File: config.mk
export PLATFORM = sky130hd
export DESIGN_NAME = hfbs_queue
export DESIGN_NICKNAME = d
export VERILOG_FILES = /design/src/rtl/core/heavy_flow_bucket_sketch_top_defines.svh /design/src/rtl/core/hfbs_pkg.sv /design/src/rtl/core/hfbs_queue.sv
export SDC_FILE = /design/constraint.sdc
export NUM_CORES = 1
export LEC_CHECK = 0
export ABC_AREA = 1
export BUFFER_PORTS_ARGS = -buffer_cell sky130_fd_sc_hd__buf_2
export CORE_AREA = 5 5 98 100
export DETAILED_ROUTE_END_ITERATION = 7
export DIE_AREA = 0 0 103 105
export PLACE_DENSITY_LB_ADDON = 0.1
export SKIP_CTS_REPAIR_TIMING = 1
export SYNTH_ARGS = -nofsm -noshare
export SYNTH_HDL_FRONTEND = slang
export SYNTH_SLANG_ARGS = --single-unit
File: constraint.sdc
create_clock -name clk -period 3.72 [get_ports clk]
set_input_delay 0.372 -clock clk [delete_from_list [all_inputs] [get_ports clk]]
set_output_delay 0.372 -clock clk [all_outputs]
set_load 0.02 [all_outputs]
File: src/rtl/core/heavy_flow_bucket_sketch_top_defines.svh
// Assertion macros for the bucket sketch.
// Define NO_ASSERTIONS to compile the checks out.
`ifndef HEAVY_FLOW_BUCKET_SKETCH_TOP_DEFINES_SVH
`define HEAVY_FLOW_BUCKET_SKETCH_TOP_DEFINES_SVH
`ifndef NO_ASSERTIONS
`define HFBS_ASSERT_IMPLY(label, clk, rst_n, a, b, msg) \
  label: assert property (@(posedge clk) disable iff (!rst_n) (a) |-> (b)) else $error(msg);
`define HFBS_ASSERT_NEXT(label, clk, rst_n, a, b, msg) \
  label: assert property (@(posedge clk) disable iff (!rst_n) (a) |=> (b)) else $error(msg);
`else
`define HFBS_ASSERT_IMPLY(label, clk, rst_n, a, b, msg)
`define HFBS_ASSERT_NEXT(label, clk, rst_n, a, b, msg)
`endif
`endif

File: src/rtl/core/hfbs_pkg.sv
// Shared types, constants and saturation helpers for the bucket sketch.
// No dependencies.
`timescale 1ns / 1ps
package hfbs_pkg;
  localparam int BKT_MAX_W = 16;
  localparam logic [31:0] MIX_K1 = 32'h85ebca6b;
  localparam logic [31:0] MIX_K2 = 32'hc2b2ae35;
  localparam logic [30:0] CNT_MAX = 31'h7FFFFFFF;

  typedef struct packed {
    logic                 func;
    logic [30:0]          fp;
    logic [BKT_MAX_W-1:0] bkt;
  } item_t;

  typedef enum logic [1:0] {FR_IDLE, FR_RUN, FR_PUSH} front_state_t;
  typedef enum logic [2:0] {BK_CLEAR, BK_IDLE, BK_READ, BK_SCAN, BK_DECIDE, BK_WRITE}
    back_state_t;

  // Clamp a 34-bit signed sum to the signed 32-bit range.
  function automatic logic [31:0] sat32(input logic signed [33:0] v);
    logic [31:0] r;
    if (v > 34'sh07FFFFFFF) r = 32'h7FFFFFFF;
    else if (v < -34'sh080000000) r = 32'h80000000;
    else r = v[31:0];
    return r;
  endfunction

  function automatic logic [30:0] inc_cnt(input logic [30:0] c);
    return (c == CNT_MAX) ? CNT_MAX : c + 31'd1;
  endfunction
endpackage

File: src/rtl/core/hfbs_queue.sv
// Two-entry queue between the front and back ends.
// Uses hfbs_pkg for the item type.
`timescale 1ns / 1ps
module hfbs_queue (
  input  logic            clk,
  input  logic            rst_n,
  input  logic            push,
  input  hfbs_pkg::item_t push_item,
  output logic            full,
  input  logic            pop,
  output logic            empty,
  output hfbs_pkg::item_t head
);
  hfbs_pkg::item_t mem_r [2];
  logic       wr_ptr_r, rd_ptr_r;
  logic [1:0] cnt_r;

  always_ff @(posedge clk) begin
    if (!rst_n) begin
      wr_ptr_r <= 1'b0;
      rd_ptr_r <= 1'b0;
      cnt_r    <= 2'd0;
    end else begin
      if (push) wr_ptr_r <= !wr_ptr_r;
      if (pop) rd_ptr_r <= !rd_ptr_r;
      if (push && !pop) cnt_r <= cnt_r + 2'd1;
      else if (pop && !push) cnt_r <= cnt_r - 2'd1;
    end
  end

  always_ff @(posedge clk) begin
    if (push) mem_r[wr_ptr_r] <= push_item;
  end

  assign full  = (cnt_r == 2'd2);
  assign empty = (cnt_r == 2'd0);
  assign head  = mem_r[rd_ptr_r];
endmodule

**After elaboration in Yosys (flattened, before gate mapping)**

Memories as Yosys holds them, arrays and structs flattened. A register that Yosys moved wholly into a read port is not among the register bits.
Cells that the tools add are included.
W data, S select, Z words.

- Register bits: 4
- Bits in latches: 0
- Memory bits (writable): 96
- Memory bits (read-only): 0
- Output and inout port bits: 50
- Memories kept: 1

Memory list:

| memory | words | bits a word | rd ports | clocked after Yosys merged registers in | write ports | RTL line | source |
|---|---|---|---|---|---|---|---|
| mem_r | 2 | 48 | 1 | 1 | 1 | hfbs_queue.sv:14 | `hfbs_pkg::item_t mem_r [2];` |

- Add/sub/neg operators: 2
- Multiply operators: 0
- Divide/modulo/power cells: 0
- Magnitude comparators: 0
- Equality and inequality tests: 1
- Shifts and indexed selects: 0
- Muxes and demuxes: 6
- Bitwise operators: 0
- Reductions and logical operators: 8

Operator list:

| cell | number |
|---|---|
| $logic_not A1 Y1 | 4 |
| $mux W1 | 4 |
| $mux W2 | 2 |
| $add A2 B1 Y2 const B | 1 |
| $eq A2 B2 Y1 const B | 1 |
| $logic_and A1 B1 Y1 | 2 |
| $logic_not A2 Y1 | 1 |
| $reduce_bool A2 Y1 | 1 |
| $sub A2 B1 Y2 const B | 1 |

**Depth between registers and ports, before layout**

Gate-level depths: netlist of run 1.

- Word-level depth: 4
- Depth in mapped cells: 8

**Least setup slack after synthesis of run 1**

Ideal clock, no wire load.

- Kind: input-to-reg
- Start point: input port push
- End point: memory mem_r[0][0] (netlist bit) (enable)
- Library setup time: 0.455 ns
- Arrival: 2.429 ns
- Slack: 0.837 ns
- Stages on the path: 2
- Buffers on the path: 0
- Cells stage by stage: inv_1 -> nor2_1

- Word-level cells in the longest chain between the ends: 2

RTL lines:

| what | RTL line | source |
|---|---|---|
| start, declared | hfbs_queue.sv:7 | `input logic push,` |
| $mux W1 | hfbs_queue.sv:32 | `if (push) mem_r[wr_ptr_r] <= push_item;` |
| $mux W1 (implied by the code) | hfbs_queue.sv:32 |  |
| end, declared | hfbs_queue.sv:14 |  |

No other way between the ends.

==> flow_summary.yaml, run 1 <==
timing:
  finClkSkew_ns: 0.0122
  fin_ws_ns: 1.50
  post-route-period-util_pct: 59.7
  hold_viol_final: 0
  rsz0062_at_grt: "no"
  setup_tns_ns: 0
  drv_slew: 0
  hold_ws_ns: 0.208
  fmax_mhz: 450
  fin_crit_ns: 2.22
  slew_headroom_pct: 27.3
  tightest_slew_ns: 1.09
  setup_viol: 0
synth:
  ys_top_cells_by_area: "edfxtp_1 (76%), mux2_2 (8.4%), mux2_4 (8.0%)"
  ys_seq_elements: 101
  syn_area_mm2: 0.00377
  syn_inst: 184
  syn_area_per_cell_um2: 20.5
  yosysSeqAreaShare_pct: 79.1
  syn-num-nets: 237
  yosys.area.top_type: "edfxtp_1"
  yosys_warnings: 0
  yosys.area.top_type_share_pct: 76.5
  ys_types: 14
setup_path:
  crit_cells: 3
  end_kind: "output pin"
  cp.required_ns: 3.35
  worstPathCellList: "buf_4 -> mux2_2 -> buf_2"
  cp_slowest_stage_delay_ns: 0.60
  crit_family: "buffers and inverters"
  crit_path_top_delay_cell: "buf_4"
  crit_fanout: 48
  path_class: "flip-flop to output pin"
  path_buf_inv: 2
  arrival_ns: 1.85
  reg2regPathDepth: 2
  crit_path_start_kind: "flip-flop"
global_routing:
  grt_max_degree: 49
  globalRouteOverflowTotal: 0
  grt_pass1_wl_um: 9720
  gr-usage-all-layers_pct: 12.0
  grt_pass1_vias: 2016
  antenna_found_initial: 0
placement:
  place_ws_ns: 1.81
  dp_cells: 390
  place_area_mm2: 0.00439
  port_buffers: 101
  dp_hpwl_um: 4180
  place.gp.congestion: 0.679
floorplanning:
  row_count: 34
  die_h_um: 105
  core_mm2: 0.00859
  start_util_pct: 43.9
  pin_count: 102
  die_w_um: 103
  die_area_mm2: 0.0108
drt:
  route.detailed.drc: 0
  viasPerCell: 4.66
  wl_um: 6420
  first_iter_violations: 73
  wl_per_cell_um: 15.8
  antenna_left: 0
  dr.pass1.iters: 4
  vias: 1892
clocking:
  cts_tree: "yes"
  clk_latency_ns: 0.34
  numCtsBuffers: 9
  htreeDepth: 3
  cts-root-buf: "clkbuf_8"
  clk_pin_slew_ns: 0.10
  cts_buffer_depth: 2
  cts.sinks: 101
layout:
  fill_cells: 731
  layout-drive-gt1-share_pct: 56.4
  design_area_mm2: 0.00463
  final_cells: 406
  syn_to_final_growth_pct: 22.9
  nNetsFinal: 346
  post-route-util_pct: 53.9
  insertedDiodeCount: 0
worst_hold_path:
  hold_depth: 1
  hold_class: "input pin to flip-flop"
pwr:
  vdd_drop_max_mv: 0.288
  finalPower_mw: 2.42
  leakagePower_nw: 1.82
  p_per_area_mw_per_mm2: 521
flow_run:
  drv_cap: 0
status:
  status: "completed"
layout by cell type (no fill, tap or decap), drive strengths merged:
master	instances
mux2	48
bufinv	3
buf	103
nor2	9
inv	8
o21ai	1
dfxtp	5
ha	1
nand4	1
nand3	1
clkinvlp	1
a21oi	1
nand2	8
clkbuf	12
edfxtp	96
where the power goes:
group / switching (mW) / leakage (nW) / internal [mW] / total, mW
Sequential: 0.0146 / 0.943 / 1.31 / 1.33
Clock: 0.341 / 0.117 / 0.466 / 0.807
Combinational: 0.164 / 0.756 / 0.118 / 0.282
Total: 0.519 / 1.82 / 1.90 / 2.42
state kept, by name, summed over array words and instances, names as in the netlist, named ones only:
name,cells
cnt_r,2
mem_r,96
rd_ptr_r,1
wr_ptr_r,1
metal layers:
layer / share of wire, % / track usage [%] / vias to the layer above
li1: - / - / 914
met1: 41 / 14.3 / 911
met2: 52 / 20.3 / 60
met3: 6.3 / 3.26 / 7
met4: 1.0 / 5.00 / 0
met5: 0 / 0 / -
cell families after synthesis:
family | count (synthesis) | share of synthesized area [%]
fa+ha+maj | 1 | 0.332
simple gates | 19 | 1.99
buf+inv | 13 | 1.96
flops | 101 | 79.1
compound gates | 2 | 0.265
mux | 48 | 16.3
area by class of cell:
cell class / instances / area [um^2] / share of cell area, %
clock inverters: 4 / 97.6 / 2.11
inverters: 8 / 30.0 / 0.648
flip-flops and latches: 101 / 2980 / 64.4
multi-input cells: 70 / 721 / 15.6
clock buffers: 12 / 145 / 3.13
well taps: 108 / 135 / 2.92
repair buffers: 103 / 520 / 11.2
cell usage after synthesis:
master / instances
nand4_1: 1
edfxtp_1: 96
a21oi_1: 1
nand3_1: 1
mux2_2: 28
nand2_1: 8
buf_2: 2
inv_1: 8
nor2_1: 9
mux2_4: 20
buf_6: 3
ha_1: 1
dfxtp_1: 5
o21ai_0: 1
final timing paths:
check	start	slack, ns	endpoint
hold / removal	push_item[4]	0.21	mem_r[1][4]
setup / recovery	flip-flop	1.50	head[44]
setup reg to reg	wr_ptr_r	2.02	mem_r[1][37]
hold reg to reg	rd_ptr_r	0.51	flip-flop
Note: power is estimated with default switching activity, not from simulation.
==> inputs of run 2 (changes only) <==
Clock period 3.72 ns to 1.9 ns, I/O delays scaled along.
==> run 2 against run 1 <==
- non-clock buffer count up 22
- combinational power increased by 110%
- final cell count increased by 5.4%
- utilization rose by 2.6 points
- critical endpoint is now head[1]
- largest cell class unchanged
- sequential share of layout area is 2.9 points lower
- hold slack worse by 0.19 ns
- largest power group unchanged
- count of clock-buffer cells in the layout unchanged
- critical path depth unchanged
- setup slack worse by 1.4 ns
- clock power is 95% higher
==> flow_summary.yaml, run 2 (same netlist as run 1, synthesis figures left out) <==
floorplanning:
  row_count: 34
  start_util_pct: 43.9
  pin_count: 102
  core_mm2: 0.00859
  die_h_um: 105
  die_area_mm2: 0.0108
  die_w_um: 103
timing:
  rsz0062_at_grt: "no"
  slew_headroom_pct: 72.7
  tightest_slew_ns: 0.409
  fin_crit_ns: 1.78
  post-route-period-util_pct: 93.5
  hold_viol_final: 0
  fin_ws_ns: 0.123
  hold_ws_ns: 0.0191
  setup_viol: 0
  finClkSkew_ns: 0.00950
  drv_slew: 0
  setup_tns_ns: 0
  fmax_mhz: 563
layout:
  layout_common_cells: "buf_2 (101), edfxtp_1 (96), mux2_2 (28)"
  syn_to_final_growth_pct: 28.8
  post-route-util_pct: 56.5
  nNetsFinal: 368
  design_area_mm2: 0.00486
  largest_register_ffs: 96
  final_common_cell: "buf_2"
  top_register: "mem_r"
  fill_cells: 685
  insertedDiodeCount: 0
  reg_top3: "mem_r (96), cnt_r (2)"
  layout-drive-gt1-share_pct: 53.8
  final_cells: 428
clocking:
  htreeDepth: 3
  cts_buffer_depth: 2
  cts.sinks: 101
  clk_latency_ns: 0.35
  cts_tree: "yes"
  numCtsBuffers: 9
  clk_pin_slew_ns: 0.09
  cts-root-buf: "clkbuf_8"
global_routing:
  antenna_found_initial: 0
  globalRouteOverflowTotal: 0
  grt_pass1_vias: 2063
  grt_pass1_wl_um: 9780
  grt_max_degree: 30
  gr-usage-all-layers_pct: 12.3
drt:
  dr.pass1.iters: 4
  wl_per_cell_um: 15.3
  vias: 1989
  first_iter_violations: 33
  viasPerCell: 4.65
  wl_um: 6550
  route.detailed.drc: 0
  antenna_left: 0
setup_path:
  reg2regPathDepth: 3
  r2r_start: "wr_ptr_r"
  path_buf_inv: 2
  path_class: "flip-flop to output pin"
  crit_cells: 3
  crit_path_start_kind: "flip-flop"
  end_kind: "output pin"
  crit_family: "flip-flops"
  crit_fanout: 27
  cp_slowest_stage_delay_ns: 0.45
  worstPathCellList: "buf_12 -> mux2_2 -> buf_2"
  arrival_ns: 1.59
  cp.required_ns: 1.71
  crit_path_top_delay_cell: "dfxtp_4"
status:
  status: "completed"
placement:
  port_buffers: 101
  place_ws_ns: 0.389
  dp_hpwl_um: 4420
  place.gp.congestion: 0.682
  place_area_mm2: 0.00443
  dp_cells: 394
worst_hold_path:
  hold_depth: 1
  hold_class: "input pin to flip-flop"
  hold_start: "push_item[33]"
pwr:
  leakagePower_nw: 1.92
  vdd_drop_max_mv: 0.395
  p_per_area_mw_per_mm2: 981
  finalPower_mw: 4.76
flow_run:
  drv_cap: 0
-- run 2: cell types whose count changed in the layout (fill, tap and decap cells not counted) --
cell | before | now
dfxtp_4 | 0 | 1
clkinv_2 | 0 | 1
clkinvlp_4 | 1 | 0
buf_12 | 0 | 1
dlygate4sd3_1 | 0 | 18
dfxtp_2 | 1 | 0
buf_4 | 2 | 5
-- run 2: routing by layer --
metal  global-route usage, %  vias up  part of all wire, %
li1                        -      958                    -
met1                    13.2      957                   39
met2                    20.8       65                   52
met3                    4.93        9                  7.7
met4                    5.83        0                  1.5
met5                       0        -                    0
-- run 2: final cells by class --
type	count	area (um^2)	area share, %
timing repair buffer	125	743	15.3
inverter	8	30.0	0.618
clock inverter	4	95.1	1.96
multi-input combinational	70	721	14.8
clock buffer	12	145	2.99
sequential	101	2990	61.5
tap	108	135	2.78
-- run 2: final timing paths --
kind,slack [ns],to
worst max-delay path,0.12,head[1]
worst min-delay path,0.02,mem_r[1][33]
worst max register to register,0.67,mem_r[1][39]
worst min register to register,0.50,rd_ptr_r
-- run 2: where the power goes --
group / switching [mW] / internal [mW]
combinational: 0.322 / 0.265
sequential: 0.0356 / 2.57
clock: 0.662 / 0.910
-- run 2: worst register-to-register path, cell delays in order (launching register included) --
cell     delay, ns
dfxtp_1       0.40
nand2_1       0.10
inv_2         0.06
buf_4         0.33
