$ cat src/rtl/core/heavy_flow_bucket_sketch_top_defines.svh
// Assertion macros for the bucket sketch.
// Define NO_ASSERTIONS to compile the checks out.
`ifndef HEAVY_FLOW_BUCKET_SKETCH_TOP_DEFINES_SVH
`define HEAVY_FLOW_BUCKET_SKETCH_TOP_DEFINES_SVH
`ifndef NO_ASSERTIONS
`define HFBS_ASSERT_IMPLY(label, clk, rst_n, a, b, msg) \
  label: assert property (@(posedge clk) disable iff (!rst_n) (a) |-> (b)) else $error(msg);
`define HFBS_ASSERT_NEXT(label, clk, rst_n, a, b, msg) \
  label: assert property (@(posedge clk) disable iff (!rst_n) (a) |=> (b)) else $error(msg);
`else
`define HFBS_ASSERT_IMPLY(label, clk, rst_n, a, b, msg)
`define HFBS_ASSERT_NEXT(label, clk, rst_n, a, b, msg)
`endif
`endif

$ cat src/rtl/core/hfbs_pkg.sv
// Shared types, constants and saturation helpers for the bucket sketch.
// No dependencies.
`timescale 1ns / 1ps
package hfbs_pkg;
  localparam int BKT_MAX_W = 16;
  localparam logic [31:0] MIX_K1 = 32'h85ebca6b;
  localparam logic [31:0] MIX_K2 = 32'hc2b2ae35;
  localparam logic [30:0] CNT_MAX = 31'h7FFFFFFF;

  typedef struct packed {
    logic                 func;
    logic [30:0]          fp;
    logic [BKT_MAX_W-1:0] bkt;
  } item_t;

  typedef enum logic [1:0] {FR_IDLE, FR_RUN, FR_PUSH} front_state_t;
  typedef enum logic [2:0] {BK_CLEAR, BK_IDLE, BK_READ, BK_SCAN, BK_DECIDE, BK_WRITE}
    back_state_t;

  // Clamp a 34-bit signed sum to the signed 32-bit range.
  function automatic logic [31:0] sat32(input logic signed [33:0] v);
    logic [31:0] r;
    if (v > 34'sh07FFFFFFF) r = 32'h7FFFFFFF;
    else if (v < -34'sh080000000) r = 32'h80000000;
    else r = v[31:0];
    return r;
  endfunction

  function automatic logic [30:0] inc_cnt(input logic [30:0] c);
    return (c == CNT_MAX) ? CNT_MAX : c + 31'd1;
  endfunction
endpackage

$ cat src/rtl/core/hfbs_front.sv
// Front end: takes an item, forms the fingerprint and the bucket index.
// Uses hfbs_pkg; the bucket index is reduced from a registered reciprocal product.
`timescale 1ns / 1ps
module hfbs_front #(
  parameter int NUM_BUCKETS = 256
) (
  input  logic                clk,
  input  logic                rst_n,
  input  logic                in_valid,
  output logic                in_ready,
  input  logic                in_func,
  input  logic [30:0]         in_flow_hash,
  input  logic                hold,
  output logic                push,
  input  logic                full,
  output hfbs_pkg::item_t     push_item
);
  // The reciprocal is rounded up by less than NUM_BUCKETS parts in 2^RCP_SH, so the
  // quotient is exact for every 31-bit hash.
  localparam int          RCP_SH = 31 + $clog2(NUM_BUCKETS);
  localparam logic [63:0] RCP_W  = ((64'd1 << RCP_SH) + 64'(NUM_BUCKETS) - 64'd1) /
                                   64'(NUM_BUCKETS);
  localparam logic [31:0] RCP    = RCP_W[31:0];
  localparam logic [30:0] NB_31  = 31'(NUM_BUCKETS);

  hfbs_pkg::front_state_t state_r, state_nxt;
  logic [30:0]  hash_r;
  logic         func_r;
  logic [31:0]  x_r;
  logic [62:0]  prod_r;
  logic [30:0]  quo;
  logic [hfbs_pkg::BKT_MAX_W-1:0] rem_r;
  logic [1:0]   step_r;

  always_ff @(posedge clk) begin
    if (!rst_n) state_r <= hfbs_pkg::FR_IDLE;
    else state_r <= state_nxt;
  end

  always_comb begin
    state_nxt = state_r;
    in_ready  = 1'b0;
    push      = 1'b0;
    unique case (state_r)
      hfbs_pkg::FR_IDLE: begin
        in_ready = !hold;
        if (in_valid && !hold) state_nxt = hfbs_pkg::FR_RUN;
      end
      hfbs_pkg::FR_RUN: begin
        if (step_r == 2'd0) state_nxt = hfbs_pkg::FR_PUSH;
      end
      hfbs_pkg::FR_PUSH: begin
        push = !full;
        if (!full) state_nxt = hfbs_pkg::FR_IDLE;
      end
      default: state_nxt = hfbs_pkg::FR_IDLE;
    endcase
  end

  assign quo = 31'(prod_r >> RCP_SH);

  always_ff @(posedge clk) begin
    if (state_r == hfbs_pkg::FR_IDLE && in_valid && !hold) begin
      hash_r <= in_flow_hash;
      func_r <= in_func;
      x_r    <= {1'b0, in_flow_hash} ^ ({1'b0, in_flow_hash} >> 16);
      step_r <= 2'd2;
    end else if (state_r == hfbs_pkg::FR_RUN) begin
      step_r <= step_r - 2'd1;
      // The finaliser and the remainder share the run steps.
      if (step_r == 2'd2) begin
        x_r    <= 32'(x_r * hfbs_pkg::MIX_K1);
        prod_r <= 63'(hash_r) * 63'(RCP);
      end else if (step_r == 2'd1) begin
        x_r   <= 32'((x_r ^ (x_r >> 13)) * hfbs_pkg::MIX_K2);
        rem_r <= hfbs_pkg::BKT_MAX_W'(hash_r - quo * NB_31);
      end else begin
        x_r <= x_r ^ (x_r >> 16);
      end
    end
  end

  assign push_item.func = func_r;
  assign push_item.fp   = x_r[30:0];
  assign push_item.bkt  = rem_r;
endmodule

$ cat config.mk
export PLATFORM = sky130hd
export DESIGN_NAME = hfbs_front
export DESIGN_NICKNAME = d
export VERILOG_FILES = /design/src/rtl/core/heavy_flow_bucket_sketch_top_defines.svh /design/src/rtl/core/hfbs_pkg.sv /design/src/rtl/core/hfbs_front.sv
export SDC_FILE = /design/constraint.sdc
export NUM_CORES = 1
export LEC_CHECK = 0
export ABC_CLOCK_PERIOD_IN_PS = 19550
export BUFFER_PORTS_ARGS = -buffer_cell sky130_fd_sc_hd__buf_2
export CORE_UTILIZATION = 66
export DETAILED_ROUTE_END_ITERATION = 8
export GPL_TIMING_DRIVEN = 1
export HOLD_SLACK_MARGIN = 0.08
export MAX_ROUTING_LAYER = met4
export PLACE_DENSITY = 0.89
export RECOVER_POWER = 100
export SETUP_SLACK_MARGIN = 0.05
export SLEW_MARGIN = 15
export SYNTH_ARGS = -nofsm -noshare
export SYNTH_HDL_FRONTEND = slang
export SYNTH_SLANG_ARGS = --single-unit
$ cat constraint.sdc
create_clock -name clk -period 19.55 [get_ports clk]
set_input_delay 4.8875 -clock clk [delete_from_list [all_inputs] [get_ports clk]]
set_output_delay 4.8875 -clock clk [all_outputs]
set_load 0.03 [all_outputs]
Word-level counts from Yosys, hierarchy flattened --
Cells that the tools add are included.
Cells by class: reduce and logical (&&, ||, !) cells 11, eq/ne operators 7, add/subtract/negate cells 2, multipliers 2, multiplexer cells 10, bitwise operators 5
Operator list (number):
- $mux W32 | 4
- $mul A32 B31 Y32 const B | 1
- $mul A32 B32 Y32 const B | 1
- $xor A32 B16 Y32 | 1
- $xor A32 B19 Y32 | 1
- $xor A31 B15 Y31 | 1
- $sub A16 B16 Y16 | 1
- $mux W2 | 3
- $ne A2 B2 Y1 const B | 3
- $pmux W2 S3 | 1
- $reduce_and A3 Y1 | 2
- $eq A2 B1 Y1 const B | 2
- $eq A2 B2 Y1 const B | 2
- $logic_not A2 Y1 | 2
- $reduce_and A4 Y1 | 1
- $logic_and A1 B1 Y1 | 3
- $logic_not A1 Y1 | 2
- $mux W1 | 2
- $not A1 Y1 | 2
- $reduce_bool A2 Y1 | 1
- $sub A2 B1 Y2 const B | 1
Word-level totals: register bits 85, word-level logic and storage cells 44, output and inout port bits 50, bits of input ports 37

Longest topological paths before layout --
Gate-level depths: netlist (run 1).
depth in word-level cells 6, mapped depth 27, mapped depth without buffers 26

Least setup slack after synthesis (run 1) --
Ideal clock, no wire load.
kind input to output, start point input port full, end point output port push, path slack 9048 ps, required time 14662 ps, path buffers 0, cell stages on the path 1, arrival time 5614 ps, path through nor3b_1
On the way: word-level cells in the longest chain between the ends 2
Ends and longest elaborated chain:
- start, declared | RTL line hfbs_front.sv:15 | input logic full,
- $logic_not A1 Y1
- $mux W1 | RTL line hfbs_front.sv:44 | unique case (state_r)
- end, declared | RTL line hfbs_front.sv:14 | output logic push,
Every way passes these cells.

Final worst setup path (run 1) --
start point input port hold, end point output port in_ready
On the way: word-level cells in the longest chain between the ends 2
Ends and longest elaborated chain:
- start, declared | RTL line hfbs_front.sv:13 | input logic hold,
- $logic_not A1 Y1 | RTL line hfbs_front.sv:46 | in_ready = !hold;
- $mux W1 | RTL line hfbs_front.sv:44
- end, declared | RTL line hfbs_front.sv:10 | output logic in_ready,
Every way passes these cells.

==> flow_summary_export.csv, run 1 <==
group,metric,value,unit
min_path,hold_depth,0,
clock_tree,ctsResizeCount,0,
clock_tree,cts-root-buf,"clkbuf_16",
synthesis,synth_ff_type,"edfxtp_1",
setup_path,crit_required,14.66,ns
die,start_util,67.6,%
drt,antenna_left,0,
sta,relSlewSlack,-48.8,%
outcome,run_status,"finished with violations",
global_routing,grt_pass1_vias,16400,
sta,tns,0,ns
synthesis,yosys_warnings,0,
synthesis,syn_avg_cell_area,9.98,um2
drt,wirelength,61600,um
clock_tree,htreeDepth,3,
setup_path,cp_max_fo,2,
sta,rsz0062_at_grt,"no",
synthesis,synth_top_cell_by_area,"fa_1",
clock_tree,cts_tree,"built",
clock_tree,path_clk_slew,0.07,ns
synthesis,synth_area_leaders,"fa_1 (37%), ha_1 (21%), inv_1 (12%)",
place,place_congestion,0.982,
global_routing,grt_pass1_wl,94500,um
synthesis,yosysSeqAreaShare,10.6,%
global_routing,antenna_found_initial,1,
clock_tree,clock_sinks,77,
clock_tree,clock_path_buffers,2,
die,core,31700,um2
sta,hold_viol_final,0,
die,rows,65,
setup_path,crit_type,"in -> out",
synthesis,ys_seq_elements,77,
clock_tree,postCtsSetupRepairBufs,0,
sta,drv_slew,115,
synthesis,syn_nets,2942,
die,dieHeight,182,um
sta,tightest_slew,2.23,ns
sta,timing.fmax,96.2,MHz
drt,drcViolationCount,0,
synthesis,yosysMostFrequentCell,"inv_1",
setup_path,critPathCaptureType,"output port",
drt,drt_iter0_markers,1456,
drt,drtPass1Iterations,8,
cells_and_area,drive_above_1_share,2.49,%
sta,finalSetupViolCount,0,
outcome,violations,"max-capacitance violations, max-slew violations",
synthesis,synth_top_area_share,36.7,%
global_routing,grt_overflow,0,
global_routing,grt_max_degree,47,
synthesis,synth_common_cells,"inv_1 (676), fa_1 (393), ha_1 (364), xnor2_1 (123), edfxtp_1 (73)",
synthesis,async_flop_share,0,%
die,die-area,33200,um2
synthesis,syn_inst,2148,
place,post-dp-hpwl,53500,um
clock_tree,insertion_delay,0.34,ns
sta,finalCriticalPeriod,10.40,ns
clock_tree,cts_hold_buf,0,
setup_path,start_kind,"input pin",
drt,via_per_inst,5.89,
clock_tree,cts_inserted_buffers,9,
setup_path,cp.arrival,5.51,ns
sta,period_share,53.2,%
die,io-pin-count,87,
min_path,hp-class,"reg -> reg",
global_routing,grt_use_total,40.1,%
cells_and_area,final_nets,3000,
die,die_x,182,um
drt,dr_total_vias,15400,
setup_path,r2r_cells,24,
synthesis,netlist-cell-type-count,62,
drt,wl_per_cell,23.6,um
run,drv_cap,3,
cells_and_area,areaGrowthSynthToFinish,4.18,%
synthesis,syn-cell-area,21400,um2
sta,fin_skew,0.00548,ns
synthesis,synth_edf_count,73,
place,io_buffers,86,
[metal layers]
layer	share of wire (%)	track usage, %
met4	4.2	14.0
met3	12	9.60
met5	0	-
met2	42	58.0
met1	42	55.4
[stage by stage]
| step | area, um2 | instances | setup WS [ns] | util, % | hold WS, ns |
|---|---|---|---|---|---|
| floorplan | 21400 | 2148 | 9.05 | - | 0.400 |
| global placement | 22200 | 2597 | 9.26 | 69.9 | 0.401 |
| detailed placement | 22200 | 2597 | 9.26 | 69.9 | 0.405 |
| CTS | 22400 | 2613 | 9.26 | 70.8 | 0.420 |
| global route | 22300 | 2614 | 9.12 | 70.4 | 0.424 |
| finish | 22300 | 2614 | 9.15 | 70.4 | 0.420 |
[critical path, cell delays in order]
cell	delay (ns)
buf_2	0.10
nor3_1	0.17
clkbuf_1	0.34
[logic make-up after synthesis]
group,Yosys count,share of synthesized area [%]
multiplexers,3,0.146
AO/OA/AOI/OAI,234,7.14
AND/OR/NAND/NOR,176,3.86
adder cells (fa/ha/maj),757,57.9
buffers and inverters,731,13.4
XOR/XNOR,170,6.95
flip-flops,77,10.6
[cells in the final DEF, fill, tap and decap left out, types with 5 or more instances in the layout]
cell type,netlist,routed
nor2_1,69,69
buf_2,0,27
xnor2_1,123,123
ha_1,364,364
o211ai_1,12,12
fa_1,393,393
xor2_1,47,47
nand2_1,40,40
and2_1,7,6
o21a_1,8,8
nand2b_1,7,7
inv_1,676,676
a31oi_1,8,8
nand3_1,11,11
o21ai_0,30,32
nor3_1,12,12
a211o_1,6,6
a21o_1,17,17
edfxtp_1,73,73
o21bai_1,9,9
nand3b_1,5,5
o21ai_1,8,6
a211oi_1,26,26
a21oi_1,72,72
a221oi_1,7,7
clkbuf_16,0,9
clkbuf_1,20,71
[layout make-up]
cell class	instances	area, um2
clock buffers	9	225
inverters	676	2540
clock inverters	7	60.1
repair buffers	102	432
fillers	2376	9390
diodes	1	2.50
well taps	402	503
flip-flops and latches	77	2270
multi-input cells	1340	16300
[sequential cells by signal (all words and copies together) (netlist names)]
name and count:
step_r 2, func_r 1, hash_r 16, rem_r 16
x_r 32, state_r 2, prod_r 8
[final timing paths]
kind | start | end | slack (ns)
max reg2reg | x_r[14] | x_r[28] | 10.69
min reg2reg | hash_r[1] | rem_r[1] | 0.42
max | hold | in_ready | 9.15
min | hash_r[1] | rem_r[1] | 0.42
Power of run 1 is left out: the tool's default activity adds up to more than one toggle a clock period on the data nets, which glitch-free logic cannot reach.
==> run 2: changes to the inputs <==
ABC_CLOCK_PERIOD_IN_PS = 10700   (was 19550)
clock period = 10.7 ns   (was 19.55 ns; I/O delays follow)
==> run 2 against run 1 <==
Net effect: the flow still finishes with violations (max-capacitance violations, max-slew violations); global-route usage grew 1.5 points; non-clock buffer count down 7; core utilization about the same; critical path depth rose by 22; register-to-register slack worse by 8.6 ns; final cell count is 0.31% lower; final area is essentially flat; critical path type is now reg -> reg; critical endpoint is now x_r[28]; highest routed layer unchanged.
==> flow_summary_export.csv, run 2 (synthesis results as in run 1) <==
group,metric,value,unit
min_path,hp-class,"reg -> reg",
outcome,violations,"max-capacitance violations, max-slew violations",
global_routing,grt_pass1_vias,16500,
setup_path,path_delay_family,"adder cells",
global_routing,grt_max_degree,56,
clock_tree,cts_hold_buf,0,
drt,wl_per_cell,24.4,um
setup_path,critical_path.max_stage_delay,1.06,ns
cells_and_area,fin_area,22300,um2
setup_path,critPathBufInv,6,
global_routing,grt_overflow,0,
setup_path,crit_required,10.79,ns
place,post-dp-hpwl,56000,um
cells_and_area,diodes,0,
clock_tree,ctsResizeCount,0,
outcome,run_status,"finished with violations",
drt,wirelength,63700,um
place,place_congestion,1.01,
cells_and_area,largest_registers,"x_r (32), hash_r (16), rem_r (16)",
clock_tree,cts_inserted_buffers,9,
sta,period_share,80.2,%
die,die_x,182,um
clock_tree,cts_tree,"built",
die,start_util,67.6,%
cells_and_area,regArea,2270,um2
clock_tree,insertion_delay,0.36,ns
clock_tree,cts-root-buf,"clkbuf_16",
global_routing,grt_pass1_wl,97100,um
place,preCtsSetupSlack,2.55,ns
clock_tree,htreeDepth,3,
setup_path,cp_max_fo,14,
sta,fin_hold_ws,0.421,ns
setup_path,critPathCaptureType,"register",
setup_path,crit_type,"reg -> reg",
die,core,31700,um2
sta,drv_slew,152,
sta,rsz0062_at_grt,"no",
sta,tns,0,ns
place,post_dp_cell_area,22100,um2
place,io_buffers,86,
global_routing,antenna_found_initial,0,
sta,timing.fmax,117,MHz
die,die-area,33200,um2
setup_path,critical_path.startpoint,"x_r[0]",
sta,hold_viol_final,0,
cells_and_area,largest-register,"x_r",
sta,finalCriticalPeriod,8.58,ns
die,rows,65,
run,drv_cap,4,
clock_tree,path_clk_slew,0.06,ns
cells_and_area,fill_cells,2487,
sta,tightest_slew,2.53,ns
global_routing,grt_use_total,41.6,%
die,io-pin-count,87,
cells_and_area,areaGrowthSynthToFinish,4.16,%
sta,relSlewSlack,-70.7,%
setup_path,start_kind,"register",
drt,dr_total_vias,15400,
drt,via_per_inst,5.92,
cells_and_area,layout_common_cells,"inv_1 (676), fa_1 (393), ha_1 (364)",
min_path,hold_start,"hash_r[4]",
drt,drcViolationCount,0,
cells_and_area,drive_above_1_share,2.18,%
cells_and_area,largest_reg_flops,32,
cells_and_area,final_nets,2993,
drt,drt_iter0_markers,1502,
setup_path,cp.arrival,8.67,ns
cells_and_area,multi_input_area,16300,um2
die,dieHeight,182,um
clock_tree,clock_sinks,77,
clock_tree,postCtsSetupRepairBufs,0,
clock_tree,clock_path_buffers,2,
drt,antenna_left,0,
cells_and_area,layout_commonest_cell,"inv_1",
setup_path,r2r_start,"x_r[0]",
sta,fin_skew,0.0129,ns
sta,postLayoutSetupSlackWorst,2.12,ns
setup_path,slowest_stage,"clkbuf_1",
drt,drtPass1Iterations,6,
sta,finalSetupViolCount,0,
run 2: cell types whose count changed in the layout (fill, tap and decap cells not counted):
| cell | change |
|---|---|
| buf_2 | -4 |
| buf_4 | -2 |
| inv_6 | +1 |
| o21ai_0 | +1 |
| bufinv_16 | +2 |
| o21ai_1 | -1 |
| diode_2 | -1 |
| clkinvlp_4 | -2 |
| clkinv_4 | -1 |
| inv_8 | -1 |
run 2: path summary, 6_finish.rpt:
path / slack [ns] / endpoint / cells after the start
hold / removal: 0.42 / rem_r[4] / 0
hold reg to reg: 0.42 / rem_r[4] / 0
setup reg to reg: 2.12 / x_r[28] / 25
setup / recovery: 2.12 / x_r[28] / 25
run 2: through the flow:
| stage | cells | utilization, % |
|---|---|---|
| after floorplan | 2148 | - |
| after global placement | 2590 | 69.7 |
| after detailed placement | 2590 | 69.7 |
| after CTS | 2606 | 70.7 |
| after global routing | 2606 | 70.4 |
| final | 2606 | 70.4 |
run 2: metal layers:
| layer | part of all wire, % | GRT usage [%] |
|---|---|---|
| met5 | 0 | - |
| met1 | 42 | 57.0 |
| met3 | 13 | 14.0 |
| met2 | 42 | 58.1 |
| met4 | 3.6 | 13.5 |
run 2: layout make-up:
| type | count | area share [%] |
|---|---|---|
| Timing Repair Buffer | 95 | 1.76 |
| Multi-Input combinational cell | 1340 | 73.0 |
| Clock buffer | 10 | 1.03 |
| Inverter | 676 | 11.4 |
| Sequential cell | 77 | 10.2 |
| Tap cell | 402 | 2.25 |
| Clock inverter | 6 | 0.420 |
Power of run 2 is left out for the same reason.
